<file path="config.mk">
export PLATFORM = sky130hd
export DESIGN_NAME = sprd_ram
export DESIGN_NICKNAME = d
export VERILOG_FILES = /design/src/rtl/sprd_ram.sv
export SDC_FILE = /design/constraint.sdc
export NUM_CORES = 2
export LEC_CHECK = 0
export BUFFER_PORTS_ARGS = -buffer_cell sky130_fd_sc_hd__buf_2
export CAP_MARGIN = 20
export CORE_MARGIN = 5
export CORE_UTILIZATION = 60
export CTS_CLUSTER_SIZE = 30
export DETAILED_ROUTE_END_ITERATION = 16
export GPL_ROUTABILITY_DRIVEN = 1
export PLACE_DENSITY = 0.76
export SLEW_MARGIN = 20
export SYNTH_ARGS = -nofsm -noshare
export SYNTH_HDL_FRONTEND = slang
export SYNTH_SLANG_ARGS = --single-unit
</file>
<file path="constraint.sdc">
create_clock -name i_clk -period 3.6 [get_ports i_clk]
set_clock_uncertainty 0.05 [all_clocks]
set_input_delay 0.18 -clock i_clk [delete_from_list [all_inputs] [get_ports i_clk]]
set_output_delay 0.18 -clock i_clk [all_outputs]
set_load 0.02 [all_outputs]
</file>
<file path="src/rtl/sprd_ram.sv">
// Generic single-clock RAM with one write port and one registered read port.
`default_nettype none
module sprd_ram #(
    parameter int WIDTH = 8,
    parameter int DEPTH = 512,
    localparam int AW = $clog2(DEPTH)
) (
    input  logic             i_clk,
    input  logic             i_we,
    input  logic [AW-1:0]    i_waddr,
    input  logic [WIDTH-1:0] i_wdata,
    input  logic             i_re,
    input  logic [AW-1:0]    i_raddr,
    output logic [WIDTH-1:0] o_rdata
);
    logic [WIDTH-1:0] r_mem [DEPTH];

    // write and registered read
    always_ff @(posedge i_clk) begin
        if (i_we) begin
            r_mem[i_waddr] <= i_wdata;
        end
        if (i_re) begin
            o_rdata <= r_mem[i_raddr];
        end
    end
endmodule
`default_nettype wire
</file>
==> results.sh <==
export IMPL_post_cts_buffers=0
export IMPL_critPathMaxStageDelay_ns=0.81
export IMPL_finalHoldViolations=0
export IMPL_synth_edf_count=4104
export IMPL_core_area_um2=265000
export IMPL_synthTopCellsByArea="edfxtp_1 77%, mux4_2 9.2%, mux2i_1 5.0%, o221ai_1 2.0%, nor2_1 1.4%"
export IMPL_seq_area_frac_synth_pct=77.0
export IMPL_grt_ovfl_total=0
export IMPL_critical_path_class="reg2reg"
export IMPL_whs_endpoint="r_mem[280][4]$_DFFE_PP_"
export IMPL_synth_top_flop_cell="edfxtp_1"
export IMPL_rrSetupSlack_ns=-0.009
export IMPL_vdd_drop_max_uv=432
export IMPL_hold_class="in2reg"
export IMPL_drc_errors=0
export IMPL_clkSlewWorstSetupHoldPaths_ns=0.06
export IMPL_finalNetCount=8579
export IMPL_crit_path_cell_trace="mux2i_1 -> o221ai_1 -> nor3_1 -> nor4_1 -> buf_4 -> o311ai_0 -> buf_4 -> nor4_1 -> buf_4 -> o2111a_1"
export IMPL_yosysTopAreaCell="edfxtp_1"
export IMPL_die_h_um=526
export IMPL_finalCritPeriodShare_pct=100
export IMPL_grt_use_total_pct=29.5
export IMPL_postLayoutCellArea_um2=181000
export IMPL_syn_area_per_cell_um2=19.9
export IMPL_dp_hpwl_mm=249
export IMPL_numClockSinks=4104
export IMPL_r2r_cells=10
export IMPL_crit_arrival_ns=4.31
export IMPL_clk_latency_ns=0.94
export IMPL_die_w_um=526
export IMPL_ant_nets=0
export IMPL_timing_setup_tns_ns=-0.00873
export IMPL_async_flop_share_pct=0
export IMPL_vias=86300
export IMPL_critPathSlowestCell="nor4_1"
export IMPL_portBuffers=36
export IMPL_netlist_instances=8030
export IMPL_final_setup_worst_slack_ns=-0.00873
export IMPL_min_path_cells=5
export IMPL_r2r_end="o_rdata[0]$_DFFE_PP_"
export IMPL_numCtsBuffers=398
export IMPL_slew_headroom_pct=24.4
export IMPL_fmax_mhz=277
export IMPL_dieArea_um2=277000
export IMPL_ys_ff_latch=4104
export IMPL_cp_max_fo=2
export IMPL_status="finished with violations"
export IMPL_htreeDepth=5
export IMPL_pwr_share_comb_pct=5.0
export IMPL_path_buf_inv=3
export IMPL_final_cell_mix="4,104 x edfxtp_1, 797 x mux2i_1, 654 x mux4_2"
export IMPL_max_cap_violations=0
export IMPL_fin_util_pct=68.1
export IMPL_synth_top_cell_area_share_pct=77.0
export IMPL_timing_rr_start="r_mem[34][0]$_DFFE_PP_"
export IMPL_grt_max_degree=139
export IMPL_hold_slack_ns=0.113
export IMPL_routed_via_density=6.94
export IMPL_drtIter0Drc=13300
export IMPL_tightest_slew_ns=1.13
export IMPL_power_density_nw_per_um2=549
export IMPL_wl_per_cell_um=33.2
export IMPL_pin_count=37
export IMPL_netlist_area_um2=160000
export IMPL_min_delay_start="i_waddr[2]"
export IMPL_gp_congestion=0.921
export IMPL_violations="setup timing"
export IMPL_fin_cells=12400
export IMPL_firstDrtPassIters=8
export IMPL_clkPwrFrac_pct=41.9
export IMPL_area_growth_pct=12.9
export IMPL_wirelength_mm=413
export IMPL_seq_power_share_pct=53.1
export IMPL_antenna_found_initial=27
export IMPL_min_period_ns=3.61
export IMPL_internal_power_w=0.0781
export IMPL_leakage_nw=58.1
export IMPL_yosysWarnings=0
export IMPL_cts_tree="built"
export IMPL_grt_first_pass_wirelength_mm=597
export IMPL_final_common_cell="edfxtp_1"
export IMPL_drive_above_1_share_pct=21.1
export IMPL_endpoint_kind="flop"
export IMPL_grt_setup_unrepaired="no"
export IMPL_cts_root_buf="clkbuf_16"
export IMPL_place_area_um2=168000
export IMPL_maxSlewViolCount=0
export IMPL_sw_frac_of_total_pct=21.3
export IMPL_fp_row_count=189
export IMPL_dp_cells=11700
export IMPL_crit_path_frequent_cell="buf_4"
export IMPL_start_kind="flop"
export IMPL_synth_nets=8059
export IMPL_power_switching_w=0.0211
export IMPL_initial_utilization_pct=60.3
export IMPL_first_global_vias=85200
export IMPL_clockBufferDepth=4
export IMPL_synth_distinct_cells=50
export IMPL_critPathRequiredTime_ns=4.30
export IMPL_setup_violations=1
export IMPL_crit_family="simple AND/OR/NAND/NOR gates"
## Yosys cell counts (all sizes together), types with 61 or more instances
cell type and count:
o22ai 163, nor2 597, a21oi 194, nor3 109
o21ai 119, mux4 654, clkbuf 265, o221ai 372
nand2 111, mux2i 797, a22oi 61, buf 248
edfxtp 4104
## final cells by class
cell class	instances	area [µm²]
diodes	21	52.6
clock buffers	476	10400
clock inverters	246	2530
fillers	15900	84700
inverters	3	18.8
multi-input cells	3410	34000
flip-flops and latches	4104	123000
well taps	3533	4420
repair buffers	633	5960
## flip-flops by register name, indices dropped and copies added (netlist names)
name	flops
r_mem	4096
o_rdata	8
## metrics by stage
step / power (W) / worst slack [ns]
after floorplan: 0.0562 / 1.26
after global placement: 0.0584 / -0.770
after detailed placement: 0.0585 / -0.508
after CTS: 0.0993 / 0.135
after global routing: 0.102 / 0.0461
final: 0.0992 / -0.00873
## tightest hold or removal path, cell delays in order
cell     delay [ns]
buf_2          0.12
nor2_1         0.05
buf_4          0.18
nand2_4        0.15
nor2_1         0.19
## how the worst max path moves through the flow
| stage | slack [ns] | cells after the start | end | from |
|---|---|---|---|---|
| floorplan | 1.26 | 10 | o_rdata[0]$_DFFE_PP_ | i_raddr[0] |
| global placement | -0.77 | 12 | o_rdata[2]$_DFFE_PP_ | i_raddr[0] |
| detailed placement | -0.51 | 13 | o_rdata[0]$_DFFE_PP_ | i_raddr[0] |
| CTS | 0.13 | 10 | o_rdata[0]$_DFFE_PP_ | r_mem[34][0]$_DFFE_PP_ |
| global route | 0.05 | 10 | o_rdata[0]$_DFFE_PP_ | r_mem[34][0]$_DFFE_PP_ |
| finish | -0.009 | 10 | o_rdata[0]$_DFFE_PP_ | r_mem[34][0]$_DFFE_PP_ |
## cells by family after synthesis
kind of cell	Yosys count	synth area share, %
simple gates	980	2.63
compound gates	979	4.31
flops	4104	77.0
buf+inv	516	1.85
mux	1451	14.2
## power by group through the flow
stage	Combinational (W)	Sequential, W	Clock (W)
after detailed placement	0.00481	0.0537	0
final	0.00494	0.0527	0.0416
after CTS	0.00486	0.0527	0.0418
after global placement	0.00471	0.0537	0
after floorplan	0.00250	0.0537	0
after global routing	0.00512	0.0526	0.0440
## timing repair
item                                   4_1_cts  5_1_grt
hold buffers                                 9        0
endpoints found under the hold margin      684        0
resized for setup                            0        0
## routing by layer
layer / part of all wire (%) / track usage, %
met1: 36 / 41.4
met2: 46 / 44.5
met3: 13 / 7.82
met4: 5.0 / 13.0
met5: 0.025 / 0
Power figures use the tool's default switching activity.
